[config.mk]
export PLATFORM = sky130hd
export DESIGN_NAME = tof_clock_drift_distance_corrector_core
export DESIGN_NICKNAME = d
export VERILOG_FILES = /design/src/sv/tcddc_pkg.sv /design/src/sv/tcddc_datapath.sv /design/src/sv/tcddc_ctrl.sv /design/src/sv/tof_clock_drift_distance_corrector_core.sv
export SDC_FILE = /design/constraint.sdc
export NUM_CORES = 2
export LEC_CHECK = 0
export ABC_CLOCK_PERIOD_IN_PS = 11300
export BUFFER_PORTS_ARGS = -buffer_cell sky130_fd_sc_hd__buf_2
export CORE_MARGIN = 5
export CORE_UTILIZATION = 30
export CTS_CLUSTER_SIZE = 24
export DETAILED_ROUTE_END_ITERATION = 16
export PLACE_DENSITY_LB_ADDON = 0.1
export SLEW_MARGIN = 20
export SYNTH_ARGS = -nofsm -noshare
export SYNTH_HDL_FRONTEND = slang
export SYNTH_SLANG_ARGS = --single-unit
[constraint.sdc]
create_clock -name clk_i -period 11.3 [get_ports clk_i]
set_input_delay 0.565 -clock clk_i [delete_from_list [all_inputs] [get_ports clk_i]]
set_output_delay 0.565 -clock clk_i [all_outputs]
set_load 0.02 [all_outputs]
[src/sv/tcddc_pkg.sv]
// Package for the time-of-flight clock drift distance corrector.
// Holds the payload structs, controller/datapath handshake structs and shared constants.
// No dependencies.
package tcddc_pkg;

  // Default configuration handed to the top-level parameters.
  localparam int unsigned WINDOW_DEPTH_DEF    = 5;
  localparam int unsigned RATIO_FRAC_BITS_DEF = 14;

  // Field widths.
  localparam int unsigned TIME_W  = 32;
  localparam int unsigned DIST_W  = 16;
  localparam int unsigned ID_W    = 8;
  localparam int unsigned STAT_W  = 8;

  // Host milliseconds to module ticks (0.2 us) and the widths that follow from it.
  localparam int unsigned HOST_TICK_SCALE   = 5000;
  localparam int unsigned HOST_TICK_SCALE_W = 13;
  localparam int unsigned NUM_W             = TIME_W + HOST_TICK_SCALE_W;
  localparam int unsigned NUM10_W           = NUM_W + 4;
  localparam int unsigned MD7_W             = TIME_W + 3;
  localparam int unsigned MD13_W            = TIME_W + 4;

  localparam logic [STAT_W-1:0] VALID_STATUS = 8'h55;
  localparam logic [DIST_W-1:0] DIST_MAX     = 16'hFFFF;

  localparam logic OPC_FRAME   = 1'b0;
  localparam logic OPC_RESTART = 1'b1;

  typedef struct packed {
    logic              opcode;
    logic [STAT_W-1:0] status_code;
    logic [ID_W-1:0]   frame_id;
    logic [TIME_W-1:0] module_clock;
    logic [DIST_W-1:0] raw_distance_mm;
    logic [TIME_W-1:0] host_time_ms;
  } tcddc_in_t;

  typedef struct packed {
    logic              ready_res;
    logic [DIST_W-1:0] distance_mm;
  } tcddc_out_t;

  // Commands from the controller to the datapath.
  typedef struct packed {
    logic capture;
    logic clear;
    logic push;
    logic slide;
    logic scale;
    logic div_start;
    logic div_step;
    logic mul;
    logic load_out;
    logic res_ok;
  } tcddc_cmd_t;

  // Status from the datapath to the controller.
  typedef struct packed {
    logic is_restart;
    logic frame_ok;
    logic window_full;
    logic ratio_ok;
    logic div_last;
    logic out_free;
  } tcddc_sts_t;

endpackage

[src/sv/tcddc_datapath.sv]
// Datapath of the clock drift corrector: time window, ratio estimate, serial divider,
// distance scaling and the output register.
// Depends on tcddc_pkg.
module tcddc_datapath import tcddc_pkg::*; #(
  parameter int unsigned WindowDepth   = WINDOW_DEPTH_DEF,
  parameter int unsigned RatioFracBits = RATIO_FRAC_BITS_DEF
) (
  input  logic       clk_i,
  input  logic       rst_ni,
  input  tcddc_in_t  in_data_i,
  input  tcddc_cmd_t cmd_i,
  output tcddc_sts_t sts_o,
  input  logic       out_ready_i,
  output logic       out_valid_o,
  output tcddc_out_t out_data_o
);

  localparam int unsigned Slots  = WindowDepth - 1;
  localparam int unsigned FillW  = $clog2(WindowDepth);
  localparam int unsigned RatioW = RatioFracBits + 2;
  localparam int unsigned CntW   = $clog2(RatioW);
  localparam int unsigned ProdW  = DIST_W + RatioW;

  tcddc_in_t             item_q;
  logic [ID_W-1:0]       last_id_q;
  logic [FillW-1:0]      fill_q;
  logic [TIME_W-1:0]     win_h_q [Slots];
  logic [TIME_W-1:0]     win_m_q [Slots];
  logic [TIME_W-1:0]     hd_q, md_q;
  logic                  mono_q;
  logic [NUM_W-1:0]      num_q;
  logic [MD7_W-1:0]      md7_q;
  logic [MD13_W-1:0]     md13_q;
  logic [TIME_W-1:0]     rem_q;
  logic [RatioW-1:0]     nbits_q;
  logic [RatioW-1:0]     quo_q;
  logic [CntW-1:0]       cnt_q;
  logic [RatioW-1:0]     ratio_q;
  logic [ProdW-1:0]      prod_q;
  logic                  out_valid_q;
  tcddc_out_t            out_data_q;

  logic [NUM10_W-1:0]    num10;
  logic [TIME_W:0]       trial, diff;
  logic                  ge;
  logic [ProdW-RatioFracBits-1:0] scaled;
  logic [DIST_W-1:0]     dist_sat;

  always_ff @(posedge clk_i) begin
    if (cmd_i.capture) begin
      item_q <= in_data_i;
    end
  end

  // Window slots; the oldest pair sits in slot 0 once the window is full.
  for (genvar k = 0; k < Slots; k++) begin : g_slot
    always_ff @(posedge clk_i or negedge rst_ni) begin
      if (!rst_ni) begin
        win_h_q[k] <= '0;
        win_m_q[k] <= '0;
      end else if (cmd_i.clear) begin
        win_h_q[k] <= '0;
        win_m_q[k] <= '0;
      end else if (cmd_i.push && (fill_q == FillW'(k))) begin
        win_h_q[k] <= item_q.host_time_ms;
        win_m_q[k] <= item_q.module_clock;
      end else if (cmd_i.slide) begin
        if (k == Slots - 1) begin
          win_h_q[k] <= item_q.host_time_ms;
          win_m_q[k] <= item_q.module_clock;
        end else begin
          win_h_q[k] <= win_h_q[k+1];
          win_m_q[k] <= win_m_q[k+1];
        end
      end
    end
  end

  always_ff @(posedge clk_i or negedge rst_ni) begin
    if (!rst_ni) begin
      last_id_q <= '0;
      fill_q    <= '0;
      ratio_q   <= RatioW'(1) << RatioFracBits;
    end else if (cmd_i.clear) begin
      last_id_q <= '0;
      fill_q    <= '0;
      ratio_q   <= RatioW'(1) << RatioFracBits;
    end else begin
      if (cmd_i.push) begin
        fill_q    <= fill_q + FillW'(1);
        last_id_q <= item_q.frame_id;
      end
      if (cmd_i.slide) begin
        last_id_q <= item_q.frame_id;
      end
      if (cmd_i.div_step && (cnt_q == '0)) begin
        ratio_q <= {quo_q[RatioW-2:0], ge};
      end
    end
  end

  // Ratio estimate: deltas, scaling to ticks, range test and restoring division.
  assign num10 = (NUM10_W'(num_q) << 3) + (NUM10_W'(num_q) << 1);
  assign trial = {rem_q, nbits_q[RatioW-1]};
  assign diff  = trial - {1'b0, md_q};
  assign ge    = (trial >= {1'b0, md_q});

  always_ff @(posedge clk_i) begin
    if (cmd_i.slide) begin
      hd_q   <= item_q.host_time_ms - win_h_q[0];
      md_q   <= item_q.module_clock - win_m_q[0];
      mono_q <= (item_q.module_clock > win_m_q[0]) && (item_q.host_time_ms >= win_h_q[0]);
    end
    if (cmd_i.scale) begin
      num_q  <= NUM_W'(hd_q) * NUM_W'(HOST_TICK_SCALE);
      md7_q  <= (MD7_W'(md_q) << 3) - MD7_W'(md_q);
      md13_q <= (MD13_W'(md_q) << 3) + (MD13_W'(md_q) << 2) + MD13_W'(md_q);
    end
    if (cmd_i.div_start) begin
      // The range test bounds the quotient below 2^(RatioW), so the top part is below md.
      rem_q   <= num_q[TIME_W+1:2];
      nbits_q <= {num_q[1:0], {RatioFracBits{1'b0}}};
      quo_q   <= '0;
      cnt_q   <= CntW'(RatioW - 1);
    end else if (cmd_i.div_step) begin
      rem_q   <= ge ? diff[TIME_W-1:0] : trial[TIME_W-1:0];
      nbits_q <= nbits_q << 1;
      quo_q   <= {quo_q[RatioW-2:0], ge};
      cnt_q   <= cnt_q - CntW'(1);
    end
    if (cmd_i.mul) begin
      prod_q <= ProdW'(item_q.raw_distance_mm) * ProdW'(ratio_q);
    end
  end

  assign scaled   = prod_q[ProdW-1:RatioFracBits];
  assign dist_sat = (|scaled[ProdW-RatioFracBits-1:DIST_W]) ? DIST_MAX : scaled[DIST_W-1:0];

  always_ff @(posedge clk_i or negedge rst_ni) begin
    if (!rst_ni) begin
      out_valid_q <= 1'b0;
    end else if (cmd_i.load_out) begin
      out_valid_q <= 1'b1;
    end else if (out_ready_i) begin
      out_valid_q <= 1'b0;
    end
  end

  always_ff @(posedge clk_i) begin
    if (cmd_i.load_out) begin
      out_data_q.ready_res   <= cmd_i.res_ok;
      out_data_q.distance_mm <= cmd_i.res_ok ? dist_sat : '0;
    end
  end

  assign out_valid_o = out_valid_q;
  assign out_data_o  = out_data_q;

  always_comb begin
    sts_o.is_restart  = (item_q.opcode == OPC_RESTART);
    sts_o.frame_ok    = (item_q.status_code == VALID_STATUS) && (item_q.frame_id != last_id_q);
    sts_o.window_full = (fill_q == FillW'(Slots));
    sts_o.ratio_ok    = mono_q && (num10 >= NUM10_W'(md7_q)) && (num10 <= NUM10_W'(md13_q));
    sts_o.div_last    = (cnt_q == '0);
    sts_o.out_free    = !out_valid_q || out_ready_i;
  end

endmodule

[src/sv/tcddc_ctrl.sv]
// Controller of the clock drift corrector: sequences one frame through the datapath.
// Depends on tcddc_pkg.
module tcddc_ctrl import tcddc_pkg::*; (
  input  logic       clk_i,
  input  logic       rst_ni,
  input  logic       in_valid_i,
  output logic       in_ready_o,
  input  tcddc_sts_t sts_i,
  output tcddc_cmd_t cmd_o
);

  localparam logic [2:0] S_IDLE   = 3'd0;
  localparam logic [2:0] S_DECODE = 3'd1;
  localparam logic [2:0] S_SCALE  = 3'd2;
  localparam logic [2:0] S_RANGE  = 3'd3;
  localparam logic [2:0] S_DIV    = 3'd4;
  localparam logic [2:0] S_MUL    = 3'd5;
  localparam logic [2:0] S_DONE   = 3'd6;
  localparam logic [2:0] S_NULL   = 3'd7;

  logic [2:0] state_q, state_d;

  always_ff @(posedge clk_i or negedge rst_ni) begin
    if (!rst_ni) begin
      state_q <= S_IDLE;
    end else begin
      state_q <= state_d;
    end
  end

  assign in_ready_o = (state_q == S_IDLE);

  always_comb begin
    state_d = state_q;
    cmd_o   = '0;
    unique case (state_q)
      S_IDLE: begin
        if (in_valid_i) begin
          cmd_o.capture = 1'b1;
          state_d       = S_DECODE;
        end
      end
      S_DECODE: begin
        priority if (sts_i.is_restart) begin
          cmd_o.clear = 1'b1;
          state_d     = S_NULL;
        end else if (!sts_i.frame_ok) begin
          state_d = S_NULL;
        end else if (sts_i.window_full) begin
          cmd_o.slide = 1'b1;
          state_d     = S_SCALE;
        end else begin
          cmd_o.push = 1'b1;
          state_d    = S_MUL;
        end
      end
      S_SCALE: begin
        cmd_o.scale = 1'b1;
        state_d     = S_RANGE;
      end
      S_RANGE: begin
        if (sts_i.ratio_ok) begin
          cmd_o.div_start = 1'b1;
          state_d         = S_DIV;
        end else begin
          state_d = S_MUL;
        end
      end
      S_DIV: begin
        cmd_o.div_step = 1'b1;
        if (sts_i.div_last) begin
          state_d = S_MUL;
        end
      end
      S_MUL: begin
        cmd_o.mul = 1'b1;
        state_d   = S_DONE;
      end
      S_DONE: begin
        if (sts_i.out_free) begin
          cmd_o.load_out = 1'b1;
          cmd_o.res_ok   = 1'b1;
          state_d        = S_IDLE;
        end
      end
      S_NULL: begin
        if (sts_i.out_free) begin
          cmd_o.load_out = 1'b1;
          state_d        = S_IDLE;
        end
      end
      default: begin
        state_d = S_IDLE;
      end
    endcase
  end

endmodule

[src/sv/tof_clock_drift_distance_corrector_core.sv]
// Top level of the time-of-flight clock drift distance corrector.
// Instantiates tcddc_ctrl and tcddc_datapath; depends on tcddc_pkg.
//
//  Channel  | Signals                              | Carries
//  ---------+--------------------------------------+-----------------------------------
//  input    | in_valid_i, in_ready_o, in_data_i    | one result frame or a restart
//  output   | out_valid_o, out_ready_i, out_data_o | ready flag and corrected distance
//
// One frame is in work at a time. A restart or a rejected frame goes from decode straight to
// the result stage, a frame that still fills the window goes on to the multiply, and a frame
// on a full window is first scaled and range-tested and, if its ratio is accepted, divided by
// the serial divider, producing one quotient bit a cycle. A finished result waits in the
// output register while the next frame is taken in; a stalled output holds back only the
// completion of that next frame. Reset is asynchronous and needs no clearing pass.
module tof_clock_drift_distance_corrector_core import tcddc_pkg::*; #(
  parameter int unsigned WindowDepth   = WINDOW_DEPTH_DEF,
  parameter int unsigned RatioFracBits = RATIO_FRAC_BITS_DEF
) (
  input  logic       clk_i,
  input  logic       rst_ni,
  input  logic       in_valid_i,
  output logic       in_ready_o,
  input  tcddc_in_t  in_data_i,
  output logic       out_valid_o,
  input  logic       out_ready_i,
  output tcddc_out_t out_data_o
);

  tcddc_cmd_t cmd;
  tcddc_sts_t sts;

  tcddc_ctrl u_ctrl (
    .clk_i      (clk_i),
    .rst_ni     (rst_ni),
    .in_valid_i (in_valid_i),
    .in_ready_o (in_ready_o),
    .sts_i      (sts),
    .cmd_o      (cmd)
  );

  tcddc_datapath #(
    .WindowDepth   (WindowDepth),
    .RatioFracBits (RatioFracBits)
  ) u_datapath (
    .clk_i       (clk_i),
    .rst_ni      (rst_ni),
    .in_data_i   (in_data_i),
    .cmd_i       (cmd),
    .sts_o       (sts),
    .out_ready_i (out_ready_i),
    .out_valid_o (out_valid_o),
    .out_data_o  (out_data_o)
  );

endmodule

**Word-level counts from Yosys, hierarchy flattened**

Cells that the tools add are included.

- Bits in registers: 662
- Input port bits: 101
- Output and inout port bits: 19
- Logic and storage cells: 152

- Add/sub/neg operators: 9
- $mul: 2
- $lt $le $gt $ge: 5
- Eq/ne operators: 16
- Muxes and demuxes: 62
- Reductions and logical operators: 26

Operators with widths:

| cell | number |
|---|---|
| 2-to-1 mux 32 bit | 27 |
| subtractor 32 bit | 3 |
| adder 48 x 46 -> 49 bit | 1 |
| >= comparator 49 x 35 -> 1 bit | 1 |
| <= comparator 49 x 36 -> 1 bit | 1 |
| 2-to-1 mux 16 bit | 3 |
| multiplier 32 x 10 -> 42 bit (second input constant) | 1 |
| adder 35 x 34 -> 36 bit | 1 |
| adder 36 x 32 -> 36 bit | 1 |
| subtractor 35 x 32 -> 35 bit | 1 |
| >= comparator 33 x 32 -> 1 bit | 1 |
| >= comparator 32 bit | 1 |
| > comparator 32 bit | 1 |
| multiplier 16 x 16 -> 32 bit | 1 |
| 2-to-1 mux 3 bit | 9 |
| 2-to-1 mux 8 bit | 3 |
| one-hot mux 3 bit (7 select lines) | 1 |
| equality test 3 bit (second input constant) | 5 |
| 2-to-1 mux 1 bit | 15 |
| nonzero test 3 bit | 5 |
| equality test 3 x 2 -> 1 bit (second input constant) | 4 |
| logical AND 1 bit | 9 |
| equality test 8 x 7 -> 1 bit (second input constant) | 1 |
| != test 8 bit | 1 |
| other kinds (14) | 23 |

**Logic depth before layout (Yosys ltp)**

- Depth in word-level cells: 8
- Depth in mapped cells: 26
- Depth with buffers taken out: 25

**Modules after synthesis**

Synthesis repeated with hierarchy kept, for this count alone.

- Cell total of the unflattened synthesis: 5092
- Area, all modules: 50692.4 um2

Modules (own cells, without submodules):

| module | instances | cells an instance | area an instance (um2) | sequential area each (um2) |
|---|---|---|---|---|
| tcddc_datapath | 1 | 5058 | 50397.1 | 17728.3 |
| tcddc_ctrl | 1 | 34 | 295.3 | 75.1 |

**Least setup slack after synthesis**

OpenSTA, ideal clock, no wires.

- Path type: reg-to-reg
- Start point: register u_ctrl.state_q[1]
- End point: register u_datapath.md13_q[0], enable pin
- Library setup time: 0.743 ns
- Arrival: 8.775 ns
- Data required time: 10.557 ns
- Setup slack: 1.782 ns
- Stages on the path, launching flop included: 3
- Buffers on the path: 1
- Period minus slack after synthesis: 9.518 ns
- Path through: dfrtp_1 clkbuf_1 nor3b_1

- Word-level cells in the longest chain between the ends: 2

Ends and longest elaborated chain:

| item | RTL line | text |
|---|---|---|
| start, declared | tcddc_ctrl.sv:21 | `logic [2:0] state_q, state_d;` |
| start signal, assigned | tcddc_ctrl.sv:27 | `state_q <= state_d;` |
| equality test 3 x 2 -> 1 bit | tcddc_ctrl.sv:36 | `unique case (state_q)` |
| 2-to-1 mux 1 bit | tcddc_ctrl.sv:36 |  |
| end signal, assigned | tcddc_datapath.sv:117 | `md13_q <= (MD13_W'(md_q) << 3) + (MD13_W'(md_q) << 2) + MD13_W'(md_q);` |
| end, declared | tcddc_datapath.sv:33 | `logic [MD13_W-1:0] md13_q;` |

No other way between the ends.
A chain may end at the register's enable or synchronous reset.

**Worst setup path in the final report**

- Start point: register u_datapath.num_q[3]
- End point: register u_datapath.rem_q[17], enable pin

- Word-level cells in the longest chain between the ends: 7
- Elaborated cells between the ends (all ways): 8
- Those cells by class: 1 x add/sub; 2 x order compare; 2 x mux; 3 x reduce/logical

Ends and longest elaborated chain:

| item | RTL line | text |
|---|---|---|
| start, declared | tcddc_datapath.sv:31 | `logic [NUM_W-1:0] num_q;` |
| start signal, assigned | tcddc_datapath.sv:115 | `num_q <= NUM_W'(hd_q) * NUM_W'(HOST_TICK_SCALE);` |
| adder 48 x 46 -> 49 bit * | tcddc_datapath.sv:103 | `assign num10 = (NUM10_W'(num_q) << 3) + (NUM10_W'(num_q) << 1);` |
| >= comparator 49 x 35 -> 1 bit | tcddc_datapath.sv:163 | `sts_o.ratio_ok = mono_q && (num10 >= NUM10_W'(md7_q)) && (num10 <= NUM10_W'(md13_q));` |
| logical AND 1 bit | tcddc_datapath.sv:163 |  |
| logical AND 1 bit * | tcddc_datapath.sv:163 |  |
| 2-to-1 mux 1 bit * | tcddc_ctrl.sv:62 | `if (sts_i.ratio_ok) begin` |
| 2-to-1 mux 1 bit * | tcddc_ctrl.sv:36 |  |
| nonzero test 2 bit (no source line) * | -- |  |
| end signal, assigned | tcddc_datapath.sv:121 | `rem_q <= num_q[TIME_W+1:2];` |
| end signal, assigned | tcddc_datapath.sv:126 | `rem_q <= ge ? diff[TIME_W-1:0] : trial[TIME_W-1:0];` |
| end, declared | tcddc_datapath.sv:34 | `logic [TIME_W-1:0] rem_q;` |

Every way passes the cells marked *; elsewhere a longest branch is shown, timed or not.

==> summary.md <==
| Metric | Value |
|---|---|
| Status | `finished clean` |
| WP data arrival | `about 7.6 ns` |
| Ant diodes | `0` |
| Final setup TNS | `0 ns` |
| CP Max Fanout | `33` |
| Total power | `13.3 mW` |
| Postcts setup bufs | `0` |
| Setup crit end kind | `flip-flop` |
| Setup CP Type | `flip-flop to flip-flop` |
| Highest Clock Rate | `138 MHz` |
| Final Max Tran Viols | `0` |
| PnR worst setup slack | `~4.0 ns` |
| Root buffer cell | `clkbuf_16` |
| CTS H-Tree Depth | `3` |
| Share of cells above drive strength 1 | `between 6 and 7%` |
| Worst Setup Start Kind | `flip-flop` |
| Leak Pwr | `around 25 nW` |
| Cell count after synthesis | `roughly 5100` |
| Clock Skews | `around 0.051 ns` |
| Least-Margin Pin Slew | `about 1.0 ns` |
| Area grow syn2layout | `12.7%` |
| Hold WC Path Type | `primary input to flip-flop` |
| Routability Congestion | `0.853` |
| Final nets | `6131` |
| Max-cap violation count | `0` |
| Global-route wire length before repair | `about 220 mm` |
| Die width | `418 µm` |
| GRT Util Overall | `15.7%` |
| Design area | `about 0.056 mm²` |
| DP Area | `about 0.053 mm²` |
| Req. time, crit path | `approximately 12 ns` |
| Cell Area, Synth | `between 0.04 and 0.05 mm²` |
| Avg Cell Area, Syn | `around 9.8 µm²` |
| Hpwl dp | `approximately 100 mm` |
| Ys Warns | `0` |
| Clock Latency Late Sink | `between 0.6 and 0.7 ns` |
| Clk buf depth | `3` |
| DRT iter0 DRCs | `2104` |
| DRC errors left | `0` |
| Setup WS pre-CTS | `4.01 ns` |
| Reg2Reg Depth | `24` |
| RSZ-0062 raised after global routing | `no` |
| Vias | `35900` |
| PwrDens | `between 200 and 250 mW/mm²` |
| Peak VDD IR | `0.126 mV` |
| Grt ovf | `0` |
| CTS Buf Count | `between 80 and 90` |
| Largest net degree at the start of global routing | `147` |
| Fin util | `about 34%` |
| Core Rows | `~150` |
| Final Hold Vio Count | `0` |
| Yosys reg bits | `647` |
| Final WL | `~140 mm` |
| Worst hold path cell count | `1` |
| Final Setup Violations | `0` |
| Post-synthesis sequential area ratio | `approximately 36%` |
| DRT Pass-1 Iters | `6` |
| Final Critical Period | `between 7 and 8 ns` |
| Core area | `between 0.15 and 0.2 mm²` |
| Worst rel slew slack | `32.6%` |
| Post-Syn Nets | `roughly 6000` |
| Io pins | `120` |
| Post-DR wirelength/cell | `between 15 and 20 µm` |
| Fillers | `about 17000` |
| Initial Util | `30.2%` |
| Die Footprint | `around 0.17 mm²` |
| Placed Instances | `around 7300` |
| Remaining antenna violation count | `0` |
| Vias per cell | `roughly 4.8` |
| Final hold slack | `around 0.074 ns` |
| Final period util | `between 60% and 70%` |
| Input/output buffers | `about 120` |
| Vias in the first global route | `36500` |
| Initial antenna violation count | `12` |
| Count of cell types in the netlist | `85` |
| Clock transition at path regs | `~0.050 ns` |
| Die Y | `around 420 µm` |
| Async SR Flop Fraction | `44.4%` |
| Most frequent cells in the layout | `730 x inv_1, 578 x nand2_1, 491 x ha_1, 402 x o21ai_0, 341 x edfxtp_1` |
| Ys flop type | `edfxtp_1` |
| CTS tree | `done` |
| Sink Count | `about 650` |
| Non-Filler Instances | `about 7500` |
| EDFF count, synth | `between 300 and 400` |
| Commonest non-fill, non-tap cell in the layout | `inv_1` |
final cells by class:
class / instances / area [µm²] / share of cell area (%)
Inverter: 730 / 2740 / 4.87
Clock buffer: 118 / 2310 / 4.10
Clock inverter: 29 / 373 / 0.662
Tap cell: 2189 / 2740 / 4.86
Timing Repair Buffer: 217 / 1540 / 2.74
Sequential cell: 647 / 17800 / 31.6
Multi-Input combinational cell: 3552 / 28800 / 51.1
worst max-delay path, cell delays in order, from the launching register on:
cell	delay (ns)
edfxtp_1	0.51
ha_1	0.29
inv_1	0.07
fa_1	0.20
nand2b_1	0.16
a21oi_2	0.08
o21a_4	0.24
a31o_4	0.28
o21ai_0	0.42
nand2_1	0.16
a21o_1	0.20
a21oi_1	0.17
xnor2_1	0.14
ha_1	0.32
nand4_1	0.08
or2_2	0.30
nor4_1	0.53
o31ai_1	0.24
a31oi_1	0.20
or3b_2	0.16
nand4_1	0.19
or4b_2	0.88
buf_4	0.42
nand2_1	0.13
buf_4	0.43
power by group:
group	switching (mW)	internal, mW
sequential	0.589	3.50
clock	1.10	1.50
combinational	3.80	2.83
logic make-up after synthesis:
logic type / count (synthesis) / synth area share, %
xor+xnor: 225 / 3.94
buf+inv: 916 / 6.94
simple gates: 1236 / 11.7
fa+ha+maj: 801 / 24.7
flops: 647 / 35.6
mux: 53 / 1.36
compound gates: 1237 / 15.8
synthesized netlist by cell type, drive strengths merged, types with 19 or more instances:
cell type	count	area, µm²
a211oi	30	230
nand4	40	250
fa	310	6210
a21oi	231	1160
a22oi	193	1450
dfrtp	286	7160
nand2b	27	169
xnor2	156	1370
o21bai	23	173
edfxtp	341	10200
inv	730	2740
mux2	44	589
a21o	113	848
clkbuf	160	601
buf	26	126
a31oi	22	138
and2	161	1010
ha	491	6140
o31ai	21	158
nor3	45	230
o21a	54	413
o21ai	405	2030
nor2b	43	269
and3	34	213
nor2	177	664
nand3	47	235
nand2	578	2170
o211ai	25	193
dfxtp	19	380
xor2	69	604
repair_timing:
| action | CTS | global route |
|---|---|---|
| hold buffers | 68 | 0 |
| gates resized for setup | 0 | 0 |
| endpoints found under the hold margin | 150 | 0 |
state kept, by name, indices dropped and copies added, names as in the netlist:
name,cells
u_datapath.num_q,42
u_datapath.md_q,32
u_datapath.mono_q,1
u_datapath.fill_q,3
u_datapath.quo_q,15
u_datapath.prod_q,18
u_datapath.out_valid_o,1
u_datapath.sts_o,1
u_datapath.item_q,96
u_datapath.hd_q,32
u_datapath.rem_q,32
u_datapath.out_data_o,17
u_datapath.win_h_q,128
u_datapath.cnt_q,4
u_datapath.md13_q,36
u_ctrl.state_q,3
u_datapath.last_id_q,8
u_datapath.md7_q,34
u_datapath.ratio_q,16
u_datapath.win_m_q,128
per-layer routing:
layer | track usage [%] | up-vias | part of all wire [%]
met4 | 3.22 | 4 | 1.9
li1 | - | 17800 | -
met3 | 2.07 | 127 | 4.1
met5 | 0 | - | 0.020
met1 | 23.3 | 17500 | 50
met2 | 24.4 | 567 | 44
final timing paths:
kind | slack [ns] | end | startpoint
setup / recovery | 4.04 | u_datapath.rem_q[17] | u_datapath.num_q[3]
hold / removal | 0.07 | u_datapath.item_q[46] | in_data_i[46]
setup reg to reg | 4.04 | u_datapath.rem_q[17] | u_datapath.num_q[3]
hold reg to reg | 0.47 | u_datapath.win_m_q[118] | u_datapath.win_m_q[118]
max in group asynchronous | 9.44 | u_datapath.ratio_q[9] | rst_ni
min in group asynchronous | 0.48 | u_datapath.last_id_q[3] | rst_ni
Power figures use the tool's default switching activity.
